--- src/rtl/lsoc_pkg.sv ---
// Package for the lidar sweep obstacle cost core.
// Holds widths, register codes, reset values and the controller/datapath structs.
// No dependencies.
`default_nettype none

package lsoc_pkg;

  localparam int SAMPLE_W  = 16;
  localparam int COST_W    = 40;
  localparam int SCAN_W    = 11;
  localparam int HALF_W    = SCAN_W - 1;
  localparam int QUOT_W    = 25;                 // 2^24 / 1 needs 25 bits
  localparam int STEP_W    = $clog2(QUOT_W);
  localparam int DATA_W    = 32;
  localparam int ADDR_W    = 4;
  localparam int REG_IDX_W = 2;

  localparam int MAX_SCAN_POINTS_DEF = 1024;

  typedef enum logic [REG_IDX_W-1:0] {
    REG_SAFE_DISTANCE = 2'd0,
    REG_INFLUENCE     = 2'd1,
    REG_SCAN_SIZE     = 2'd2,
    REG_UNUSED        = 2'd3
  } reg_idx_t;

  localparam logic [SAMPLE_W-1:0] SAFE_DISTANCE_RST = 16'd256;
  localparam logic [SAMPLE_W-1:0] INFLUENCE_RST     = 16'd512;
  localparam logic [SCAN_W-1:0]   SCAN_SIZE_RST     = 11'd360;

  typedef struct packed {
    logic [SAMPLE_W-1:0] safe_distance;
    logic [SAMPLE_W-1:0] influence_threshold;
    logic [SCAN_W-1:0]   scan_size;
  } cfg_t;

  typedef struct packed {
    logic load;      // capture accepted sample, start divider
    logic div_step;  // one quotient bit
    logic acc;       // add reciprocal to selected side
    logic emit;      // copy sums to output, clear sweep state
  } ctrl_cmd_t;

  typedef struct packed {
    logic need_div;
    logic is_last;
    logic div_done;
  } dp_status_t;

endpackage

`default_nettype wire

--- src/rtl/lsoc_in_if.sv ---
// Input channel interface of the lidar sweep obstacle cost core.
// Depends on lsoc_pkg for field widths.
`default_nettype none

interface lsoc_in_if;
  logic                         valid;
  logic                         ready;
  logic [lsoc_pkg::SAMPLE_W-1:0] range_sample;
  logic                         sample_invalid;
  logic                         sweep_end;

  modport source (output valid, range_sample, sample_invalid, sweep_end, input ready);
  modport sink   (input valid, range_sample, sample_invalid, sweep_end, output ready);
endinterface

`default_nettype wire

--- src/rtl/lsoc_out_if.sv ---
// Result channel interface of the lidar sweep obstacle cost core.
// Depends on lsoc_pkg for field widths.
`default_nettype none

interface lsoc_out_if;
  logic                        valid;
  logic                        ready;
  logic [lsoc_pkg::COST_W-1:0] left_cost;
  logic [lsoc_pkg::COST_W-1:0] right_cost;
  logic                        object_near;

  modport source (output valid, left_cost, right_cost, object_near, input ready);
  modport sink   (input valid, left_cost, right_cost, object_near, output ready);
endinterface

`default_nettype wire

--- src/rtl/lsoc_regs.sv ---
// APB-style configuration registers of the lidar sweep obstacle cost core.
// Depends on lsoc_pkg.
`default_nettype none

module lsoc_regs (
  input  wire logic                          clk,
  input  wire logic                          rst_n,
  input  wire logic                          cfg_psel,
  input  wire logic                          cfg_penable,
  input  wire logic                          cfg_pwrite,
  input  wire logic [lsoc_pkg::ADDR_W-1:0]   cfg_paddr,
  input  wire logic [lsoc_pkg::DATA_W-1:0]   cfg_pwdata,
  output logic      [lsoc_pkg::DATA_W-1:0]   cfg_prdata,
  output logic                               cfg_pready,
  output lsoc_pkg::cfg_t                     cfg
);

  lsoc_pkg::cfg_t     cfg_r;
  lsoc_pkg::reg_idx_t idx;
  logic               wr_en;

  assign idx        = lsoc_pkg::reg_idx_t'(cfg_paddr[lsoc_pkg::ADDR_W-1:2]);
  assign wr_en      = cfg_psel & cfg_penable & cfg_pwrite;
  assign cfg_pready = 1'b1;
  assign cfg        = cfg_r;

  always_ff @(posedge clk) begin
    if (!rst_n) begin
      cfg_r.safe_distance       <= lsoc_pkg::SAFE_DISTANCE_RST;
      cfg_r.influence_threshold <= lsoc_pkg::INFLUENCE_RST;
      cfg_r.scan_size           <= lsoc_pkg::SCAN_SIZE_RST;
    end else if (wr_en) begin
      unique case (idx)
        lsoc_pkg::REG_SAFE_DISTANCE:
          cfg_r.safe_distance <= cfg_pwdata[lsoc_pkg::SAMPLE_W-1:0];
        lsoc_pkg::REG_INFLUENCE:
          cfg_r.influence_threshold <= cfg_pwdata[lsoc_pkg::SAMPLE_W-1:0];
        lsoc_pkg::REG_SCAN_SIZE:
          cfg_r.scan_size <= cfg_pwdata[lsoc_pkg::SCAN_W-1:0];
        default: ;
      endcase
    end
  end

  always_comb begin
    unique case (idx)
      lsoc_pkg::REG_SAFE_DISTANCE:
        cfg_prdata = lsoc_pkg::DATA_W'(cfg_r.safe_distance);
      lsoc_pkg::REG_INFLUENCE:
        cfg_prdata = lsoc_pkg::DATA_W'(cfg_r.influence_threshold);
      lsoc_pkg::REG_SCAN_SIZE:
        cfg_prdata = lsoc_pkg::DATA_W'(cfg_r.scan_size);
      default:
        cfg_prdata = '0;
    endcase
  end

endmodule

`default_nettype wire

--- src/rtl/lsoc_ctrl.sv ---
// Controller state machine of the lidar sweep obstacle cost core.
// Sequences accept, reciprocal division, accumulate and emit. Depends on lsoc_pkg.
`default_nettype none

module lsoc_ctrl (
  input  wire logic                 clk,
  input  wire logic                 rst_n,
  input  wire logic                 in_valid,
  output logic                      in_ready,
  output logic                      out_valid,
  input  wire logic                 out_ready,
  input  wire lsoc_pkg::dp_status_t status,
  output lsoc_pkg::ctrl_cmd_t       cmd
);

  typedef enum logic [1:0] {
    S_IDLE,
    S_DIV,
    S_ACC,
    S_EMIT
  } state_t;

  state_t state_r, state_nxt;
  logic   out_valid_r, out_valid_nxt;

  assign in_ready  = (state_r == S_IDLE);
  assign out_valid = out_valid_r;

  always_comb begin
    state_nxt     = state_r;
    cmd           = '0;
    out_valid_nxt = out_valid_r & ~out_ready;
    unique case (state_r)
      S_IDLE: begin
        if (in_valid) begin
          cmd.load  = 1'b1;
          state_nxt = S_DIV;
        end
      end
      S_DIV: begin
        if (!status.need_div) begin
          state_nxt = status.is_last ? S_EMIT : S_IDLE;
        end else begin
          cmd.div_step = 1'b1;
          if (status.div_done) state_nxt = S_ACC;
        end
      end
      S_ACC: begin
        cmd.acc   = 1'b1;
        state_nxt = status.is_last ? S_EMIT : S_IDLE;
      end
      S_EMIT: begin
        // hold until the output register is free
        if (!out_valid_r || out_ready) begin
          cmd.emit      = 1'b1;
          out_valid_nxt = 1'b1;
          state_nxt     = S_IDLE;
        end
      end
      default: state_nxt = S_IDLE;
    endcase
  end

  always_ff @(posedge clk) begin
    if (!rst_n) begin
      state_r     <= S_IDLE;
      out_valid_r <= 1'b0;
    end else begin
      state_r     <= state_nxt;
      out_valid_r <= out_valid_nxt;
    end
  end

endmodule

`default_nettype wire

--- src/rtl/lsoc_dp.sv ---
// Datapath of the lidar sweep obstacle cost core: sample capture, radix-2
// reciprocal divider, saturating side sums and output register. Depends on lsoc_pkg.
`default_nettype none

module lsoc_dp #(
  parameter int MAX_SCAN_POINTS = lsoc_pkg::MAX_SCAN_POINTS_DEF
) (
  input  wire logic                          clk,
  input  wire logic                          rst_n,
  input  wire lsoc_pkg::cfg_t                cfg,
  input  wire lsoc_pkg::ctrl_cmd_t           cmd,
  output lsoc_pkg::dp_status_t               status,
  input  wire logic [lsoc_pkg::SAMPLE_W-1:0] range_sample,
  input  wire logic                          sample_invalid,
  input  wire logic                          sweep_end,
  output logic      [lsoc_pkg::COST_W-1:0]   left_cost,
  output logic      [lsoc_pkg::COST_W-1:0]   right_cost,
  output logic                               object_near
);

  localparam int IDX_W = $clog2(MAX_SCAN_POINTS);
  localparam int CMP_W = (IDX_W > lsoc_pkg::HALF_W) ? IDX_W : lsoc_pkg::HALF_W;
  localparam logic [IDX_W-1:0] IDX_LAST = IDX_W'(MAX_SCAN_POINTS - 1);
  localparam logic [lsoc_pkg::STEP_W-1:0] STEP_TOP = lsoc_pkg::STEP_W'(lsoc_pkg::QUOT_W - 1);

  // sweep state
  logic [IDX_W-1:0]              idx_r;
  logic [lsoc_pkg::COST_W-1:0]   left_sum_r, right_sum_r;
  logic                          near_r;
  // per-sample state
  logic [lsoc_pkg::SAMPLE_W-1:0] den_r;
  logic                          need_div_r, last_r, to_left_r;
  // divider
  logic [lsoc_pkg::SAMPLE_W-1:0] rem_r;
  logic [lsoc_pkg::QUOT_W-1:0]   quot_r;
  logic [lsoc_pkg::STEP_W-1:0]   step_r;
  // output register
  logic [lsoc_pkg::COST_W-1:0]   left_out_r, right_out_r;
  logic                          near_out_r;

  logic [lsoc_pkg::HALF_W-1:0]   half;
  logic                          below_half;
  logic [lsoc_pkg::SAMPLE_W:0]   trial;
  logic [lsoc_pkg::SAMPLE_W:0]   trial_diff;
  logic                          fits;
  logic [lsoc_pkg::COST_W-1:0]   acc_base;
  logic [lsoc_pkg::COST_W:0]     acc_sum;
  logic [lsoc_pkg::COST_W-1:0]   acc_sat;

  assign half       = cfg.scan_size[lsoc_pkg::SCAN_W-1:1];
  assign below_half = CMP_W'(idx_r) < CMP_W'(half);

  // dividend is 2^24: its only set bit enters on the first step
  assign trial      = {rem_r, step_r == STEP_TOP};
  assign trial_diff = trial - {1'b0, den_r};
  assign fits       = trial >= {1'b0, den_r};

  assign acc_base = to_left_r ? left_sum_r : right_sum_r;
  assign acc_sum  = {1'b0, acc_base} + (lsoc_pkg::COST_W + 1)'(quot_r);
  assign acc_sat  = acc_sum[lsoc_pkg::COST_W] ? '1 : acc_sum[lsoc_pkg::COST_W-1:0];

  assign status.need_div = need_div_r;
  assign status.is_last  = last_r;
  assign status.div_done = (step_r == '0);

  assign left_cost   = left_out_r;
  assign right_cost  = right_out_r;
  assign object_near = near_out_r;

  always_ff @(posedge clk) begin
    if (!rst_n) begin
      idx_r       <= '0;
      left_sum_r  <= '0;
      right_sum_r <= '0;
      near_r      <= 1'b0;
      need_div_r  <= 1'b0;
      last_r      <= 1'b0;
    end else if (cmd.load) begin
      need_div_r <= !sample_invalid && (range_sample < cfg.influence_threshold);
      last_r     <= sweep_end;
      if (!sample_invalid && (range_sample < cfg.safe_distance)) near_r <= 1'b1;
      if (idx_r != IDX_LAST) idx_r <= idx_r + IDX_W'(1);
    end else if (cmd.acc) begin
      if (to_left_r) left_sum_r <= acc_sat;
      else           right_sum_r <= acc_sat;
    end else if (cmd.emit) begin
      idx_r       <= '0;
      left_sum_r  <= '0;
      right_sum_r <= '0;
      near_r      <= 1'b0;
    end
  end

  always_ff @(posedge clk) begin
    if (cmd.load) begin
      den_r     <= (range_sample == '0) ? lsoc_pkg::SAMPLE_W'(1) : range_sample;
      to_left_r <= !below_half;
      rem_r     <= '0;
      quot_r    <= '0;
      step_r    <= STEP_TOP;
    end else if (cmd.div_step) begin
      rem_r  <= fits ? trial_diff[lsoc_pkg::SAMPLE_W-1:0] : trial[lsoc_pkg::SAMPLE_W-1:0];
      quot_r <= {quot_r[lsoc_pkg::QUOT_W-2:0], fits};
      step_r <= step_r - lsoc_pkg::STEP_W'(1);
    end
    if (cmd.emit) begin
      left_out_r  <= left_sum_r;
      right_out_r <= right_sum_r;
      near_out_r  <= near_r;
    end
  end

endmodule

`default_nettype wire

--- src/rtl/lidar_sweep_obstacle_cost_core.sv ---
// Top level of the lidar sweep obstacle cost core.
// Depends on lsoc_pkg, lsoc_in_if, lsoc_out_if, lsoc_regs, lsoc_ctrl, lsoc_dp.
//
//   channel  | direction | handshake          | payload
//   in_ch    | in        | valid/ready        | range_sample, sample_invalid, sweep_end
//   out_ch   | out       | valid/ready        | left_cost, right_cost, object_near
//   cfg_*    | in        | APB, pready high   | safe_distance, influence_threshold, scan_size
//
// A sample that adds to a cost passes through accept, one divider step per quotient
// bit of the shared radix-2 reciprocal unit and one accumulate; any other sample only
// passes accept and the divide check. A sweep end adds an emit step to load the outputs.
// Synchronous active-low reset clears the sums, index, flag and output valid.
// A stalled result holds the core in its emit step; samples wait on in_ch.ready.
`default_nettype none

module lidar_sweep_obstacle_cost_core #(
  parameter int MAX_SCAN_POINTS = lsoc_pkg::MAX_SCAN_POINTS_DEF
) (
  input  wire logic                        clk,
  input  wire logic                        rst_n,
  lsoc_in_if.sink                          in_ch,
  lsoc_out_if.source                       out_ch,
  input  wire logic                        cfg_psel,
  input  wire logic                        cfg_penable,
  input  wire logic                        cfg_pwrite,
  input  wire logic [lsoc_pkg::ADDR_W-1:0] cfg_paddr,
  input  wire logic [lsoc_pkg::DATA_W-1:0] cfg_pwdata,
  output logic      [lsoc_pkg::DATA_W-1:0] cfg_prdata,
  output logic                             cfg_pready
);

  lsoc_pkg::cfg_t       cfg;
  lsoc_pkg::ctrl_cmd_t  cmd;
  lsoc_pkg::dp_status_t status;

  lsoc_regs u_regs (
    .clk         (clk),
    .rst_n       (rst_n),
    .cfg_psel    (cfg_psel),
    .cfg_penable (cfg_penable),
    .cfg_pwrite  (cfg_pwrite),
    .cfg_paddr   (cfg_paddr),
    .cfg_pwdata  (cfg_pwdata),
    .cfg_prdata  (cfg_prdata),
    .cfg_pready  (cfg_pready),
    .cfg         (cfg)
  );

  lsoc_ctrl u_ctrl (
    .clk       (clk),
    .rst_n     (rst_n),
    .in_valid  (in_ch.valid),
    .in_ready  (in_ch.ready),
    .out_valid (out_ch.valid),
    .out_ready (out_ch.ready),
    .status    (status),
    .cmd       (cmd)
  );

  lsoc_dp #(
    .MAX_SCAN_POINTS (MAX_SCAN_POINTS)
  ) u_dp (
    .clk            (clk),
    .rst_n          (rst_n),
    .cfg            (cfg),
    .cmd            (cmd),
    .status         (status),
    .range_sample   (in_ch.range_sample),
    .sample_invalid (in_ch.sample_invalid),
    .sweep_end      (in_ch.sweep_end),
    .left_cost      (out_ch.left_cost),
    .right_cost     (out_ch.right_cost),
    .object_near    (out_ch.object_near)
  );

endmodule

`default_nettype wire

--- src/flat_wrapper.sv ---
// flat-port wrapper written by rule: the top's interface ports become plain ports
module lidar_sweep_obstacle_cost_core_flat 
#(
  parameter int MAX_SCAN_POINTS = lsoc_pkg::MAX_SCAN_POINTS_DEF
)
  (clk, rst_n, cfg_psel, cfg_penable, cfg_pwrite, cfg_paddr, cfg_pwdata, cfg_prdata, cfg_pready, in_ch_valid, in_ch_range_sample, in_ch_sample_invalid, in_ch_sweep_end, in_ch_ready, out_ch_valid, out_ch_left_cost, out_ch_right_cost, out_ch_object_near, out_ch_ready);
  lsoc_in_if in_ch_i ();
  lsoc_out_if out_ch_i ();
  input  wire logic clk;
  input  wire logic rst_n;
  input  wire logic cfg_psel;
  input  wire logic cfg_penable;
  input  wire logic cfg_pwrite;
  input  wire logic [lsoc_pkg::ADDR_W-1:0] cfg_paddr;
  input  wire logic [lsoc_pkg::DATA_W-1:0] cfg_pwdata;
  output logic      [lsoc_pkg::DATA_W-1:0] cfg_prdata;
  output logic cfg_pready;
  input wire logic [$bits(in_ch_i.valid)-1:0] in_ch_valid;
  input wire logic [$bits(in_ch_i.range_sample)-1:0] in_ch_range_sample;
  input wire logic [$bits(in_ch_i.sample_invalid)-1:0] in_ch_sample_invalid;
  input wire logic [$bits(in_ch_i.sweep_end)-1:0] in_ch_sweep_end;
  output wire logic [$bits(in_ch_i.ready)-1:0] in_ch_ready;
  output wire logic [$bits(out_ch_i.valid)-1:0] out_ch_valid;
  output wire logic [$bits(out_ch_i.left_cost)-1:0] out_ch_left_cost;
  output wire logic [$bits(out_ch_i.right_cost)-1:0] out_ch_right_cost;
  output wire logic [$bits(out_ch_i.object_near)-1:0] out_ch_object_near;
  input wire logic [$bits(out_ch_i.ready)-1:0] out_ch_ready;
  assign in_ch_i.valid = in_ch_valid;
  assign in_ch_i.range_sample = in_ch_range_sample;
  assign in_ch_i.sample_invalid = in_ch_sample_invalid;
  assign in_ch_i.sweep_end = in_ch_sweep_end;
  assign in_ch_ready = in_ch_i.ready;
  assign out_ch_valid = out_ch_i.valid;
  assign out_ch_left_cost = out_ch_i.left_cost;
  assign out_ch_right_cost = out_ch_i.right_cost;
  assign out_ch_object_near = out_ch_i.object_near;
  assign out_ch_i.ready = out_ch_ready;
  lidar_sweep_obstacle_cost_core #(.MAX_SCAN_POINTS(MAX_SCAN_POINTS)) u_core (.clk(clk), .rst_n(rst_n), .in_ch(in_ch_i), .out_ch(out_ch_i), .cfg_psel(cfg_psel), .cfg_penable(cfg_penable), .cfg_pwrite(cfg_pwrite), .cfg_paddr(cfg_paddr), .cfg_pwdata(cfg_pwdata), .cfg_prdata(cfg_prdata), .cfg_pready(cfg_pready));
endmodule
--- config.mk ---
export PLATFORM = sky130hd
export DESIGN_NAME = lidar_sweep_obstacle_cost_core_flat
export DESIGN_NICKNAME = d
export VERILOG_FILES = /design/src/rtl/lsoc_pkg.sv /design/src/rtl/lsoc_in_if.sv /design/src/rtl/lsoc_out_if.sv /design/src/rtl/lsoc_regs.sv /design/src/rtl/lsoc_ctrl.sv /design/src/rtl/lsoc_dp.sv /design/src/rtl/lidar_sweep_obstacle_cost_core.sv /design/src/flat_wrapper.sv
export SDC_FILE = /design/constraint.sdc
export NUM_CORES = 1
export LEC_CHECK = 0
export ABC_AREA = 1
export BUFFER_PORTS_ARGS = -buffer_cell sky130_fd_sc_hd__buf_2
export CORE_ASPECT_RATIO = 1.5
export CORE_MARGIN = 4
export CORE_UTILIZATION = 53
export DETAILED_ROUTE_END_ITERATION = 12
export PLACE_DENSITY_LB_ADDON = 0.1
export SETUP_SLACK_MARGIN = 0.4
export SYNTH_ARGS = -nofsm -noshare
export SYNTH_HDL_FRONTEND = slang
export SYNTH_SLANG_ARGS = --single-unit
--- constraint.sdc ---
create_clock -name clk -period 6.7 [get_ports clk]
set_clock_uncertainty 0.15 [all_clocks]
set_input_delay 1.34 -clock clk [delete_from_list [all_inputs] [get_ports clk]]
set_output_delay 1.34 -clock clk [all_outputs]
set_load 0.005 [all_outputs]
==> results.json <==
{
  "max_slew_margin_pct": 34.7,
  "wire_per_inst_um": 16.7,
  "antenna_found_initial": 0,
  "synthXorXnorAreaFrac_pct": 1.96,
  "setup-violations-final": 0,
  "vias": 13200,
  "rsz0062_at_grt": "no",
  "yosysWarningCount": 0,
  "cts_hold_buffers": 0,
  "cpPeakStageDelay_ps": 610,
  "finalHoldViolCount": 0,
  "yosysMostFrequentCell": "nand2_1",
  "synth_top_area_share_pct": 24.4,
  "min_from": "u_core.u_dp.near_r$_SDFFE_PN0P_",
  "reg2reg_to": "u_core.u_dp.left_sum_r[39]$_SDFFE_PN0P_",
  "cts_tree": "yes",
  "num_rows": 75,
  "postSynthCellCount": 1997,
  "die-width_um": 146,
  "post_cts_buffers": 0,
  "layout.nets": 2233,
  "cp_num_buf_inv": 4,
  "timing.final.crit_share_pct": 64.3,
  "antennaDiodeCount": 0,
  "grt_pass1_wl_um": 66200,
  "hold_path.class": "flip-flop to flip-flop",
  "async_reset_ff_share_pct": 0,
  "synthTopCellsByCount": "540 x nand2_1, 229 x inv_1, 199 x a21oi_1, 185 x dfxtp_1, 145 x o21ai_0",
  "ant_nets": 0,
  "cp-start-kind": "primary input",
  "synth_top_cell_by_area": "dfxtp_1",
  "tightest_slew_ps": 980,
  "drcViolationCount": 0,
  "period_minus_slack_ps": 4310,
  "crit_slowest_cell": "nor2_1",
  "synth_area_leaders": "dfxtp_1 24%, edfxtp_1 19%, nand2_1 13%, ha_1 6.8%, a21oi_1 6.6%",
  "path_delay_family": "buffers and inverters",
  "place.gp.congestion": 0.972,
  "power_mw": 3.59,
  "post_cts_resized": 0,
  "initial_core_util_pct": 53.9,
  "critical_path_class": "primary input to output pin",
  "grt_max_degree": 81,
  "synth_edf_count": 98,
  "synth_cell_types": 45,
  "insertion_delay_ps": 550,
  "power.leakage_nw": 7.84,
  "area_growth_pct": 11.0,
  "rr_startpoint": "u_core.u_dp.to_left_r$_DFFE_PP_",
  "path_cells": "buf_2, inv_1, nor2_1, inv_1, o221ai_1, buf_2",
  "cts.clk_slew.worst_paths_ps": 70,
  "slew_viol_final": 0,
  "syn_area_um2": 15200,
  "hpwlAfterDp_um": 30600,
  "reg2reg_slack_ps": 2750,
  "io_buffer_count": 141,
  "dr.first_iter.drc_count": 529,
  "viasPerCell": 5.40,
  "synth_top_family_by_area": "simple AND/OR/NAND/NOR gates",
  "synth-seq-cells": 283,
  "whs_path_depth": 0,
  "cts_root_buf": "clkbuf_16",
  "clkSinkCount": 283,
  "drtPass1Iterations": 5,
  "clk_path_buf_depth": 3,
  "cp.arrival_ps": 2820,
  "die_h_um": 215,
  "whs_endpoint": "u_core.u_dp.object_near$_DFFE_PP_",
  "coreArea_um2": 28200,
  "drv_cap": 0,
  "post_synth_fa_ha_maj_area_fraction_pct": 7.11,
  "crit_start": "cfg_paddr[2]",
  "required_ps": 5210,
  "path_max_fanout": 10,
  "synth-main-ff-cell": "dfxtp_1",
  "grt_use_total_pct": 25.7,
  "globalRouteOverflowTotal": 0,
  "drt_wl_total_um": 41000,
  "cts_buffers": 27,
  "peakVddDrop_mv": 0.214,
  "htree_levels": 1,
  "grt_pass1_vias": 13200,
  "cp.depth": 6,
  "drive_above_1_share_pct": 11.2,
  "synth_compound_area_share_pct": 14.6,
  "dieArea_um2": 31500,
  "reg2reg_depth": 17,
  "synth-simple-area-share_pct": 23.3,
  "status": "finished, final reports clean",
  "yosysSeqAreaShare_pct": 43.8,
  "postSynthAreaPerCell_um2": 7.60,
  "io_pins": 177,
  "crit_path_end_kind": "output pin",
  "synth_mux_area_share_pct": 0,
  "setup-tns-final_ps": 0,
  "power.density_cell_area_nw_per_um2": 213,
  "fmax_ghz": 0.232
}
## placed cells by master, fill, tap and decap left out, types with 12 or more instances in the layout
master / instances
dfxtp_1: 185
conb_1: 17
clkbuf_16: 27
a21oi_1: 198
nand2_2: 17
ha_1: 83
nand2_1: 538
nand3b_1: 12
o21ai_0: 145
buf_2: 141
inv_1: 229
edfxtp_1: 98
nand3_1: 91
o21ai_1: 21
xor2_1: 28
nand4_1: 26
nor2_1: 116
## final cells by class
| class | instances | area (um2) |
|---|---|---|
| clock buffer | 32 | 704 |
| clock inverter | 17 | 164 |
| fill | 2584 | 11300 |
| inverter | 236 | 886 |
| multi-input combinational | 1387 | 7220 |
| sequential | 283 | 6650 |
| tap | 346 | 433 |
| timing repair buffer | 152 | 788 |
## worst register-to-register path, cell delays in order (launching register included)
cell and delay [ps]:
edfxtp_1 580, inv_2 450, nand2_1 170, nand2_1 70, ha_1 230, fa_1 420
nand3_1 130, nand3_1 180, nand2_1 110, nand3_1 200, nand2_1 110, nand2_1 140
nand2_1 110, nand2_2 100, nand2_4 260, nand3_1 200, nand2_1 140, a21oi_1 70
## metrics by stage
step / instance area [um2] / hold slack (ps) / instances / setup WS [ps] / util [%]
detailed placement: 16000 / 286 / 2404 / 2390 / 56.7
global route: 16800 / 314 / 2453 / 2230 / 59.8
floorplan: 15200 / 259 / 2012 / 1560 / -
CTS: 16800 / 295 / 2453 / 2380 / 59.8
global placement: 16000 / 270 / 2404 / 2400 / 56.7
finish: 16800 / 297 / 2453 / 2390 / 59.8
## power breakdown
| group | switching [mW] | internal, mW | leakage (nW) | total, mW |
|---|---|---|---|---|
| combinational | 0.166 | 0.0744 | 5.00 | 0.240 |
| clock | 0.657 | 0.865 | 0.427 | 1.52 |
| sequential | 0.0189 | 1.80 | 2.41 | 1.82 |
## cells by family (layout without fill, tap and decap cells)
kind of cell             after synthesis  in the layout
AO/OA/AOI/OAI                        415            415
XOR/XNOR                              34             34
AND/OR/NAND/NOR                      836            836
flip-flops                           283            283
buffers and inverters                342            437
adder cells (fa/ha/maj)               85             85
other                                  2             17
## state kept, by name, indices dropped and copies added (netlist names), 10 cells and up
| name | count |
|---|---|
| u_core.u_dp.right_cost | 40 |
| u_core.u_dp.quot_r | 25 |
| u_core.u_dp.left_cost | 40 |
| u_core.u_dp.den_r | 16 |
| u_core.u_dp.right_sum_r | 40 |
| u_core.u_dp.idx_r | 10 |
| u_core.u_regs.cfg | 43 |
| u_core.u_dp.left_sum_r | 40 |
| u_core.u_dp.rem_r | 16 |
## per-layer routing
layer / GRT usage, % / routed length (um)
met1: 27.7 / 15800
met4: 12.2 / 1900
met5: 0 / 0
met2: 49.4 / 21700
met3: 2.72 / 1530
## worst max-delay path by stage
stage / end / slack (ps)
6_report: cfg_prdata[1] / 2390
3_5_place_dp: cfg_prdata[1] / 2390
3_3_place_gp: cfg_prdata[1] / 2400
2_1_floorplan: u_core.u_dp.idx_r[9]$_SDFFE_PN0P_ / 1560
5_1_grt: cfg_prdata[0] / 2230
4_1_cts: cfg_prdata[1] / 2380
Power figures use the tool's default switching activity.
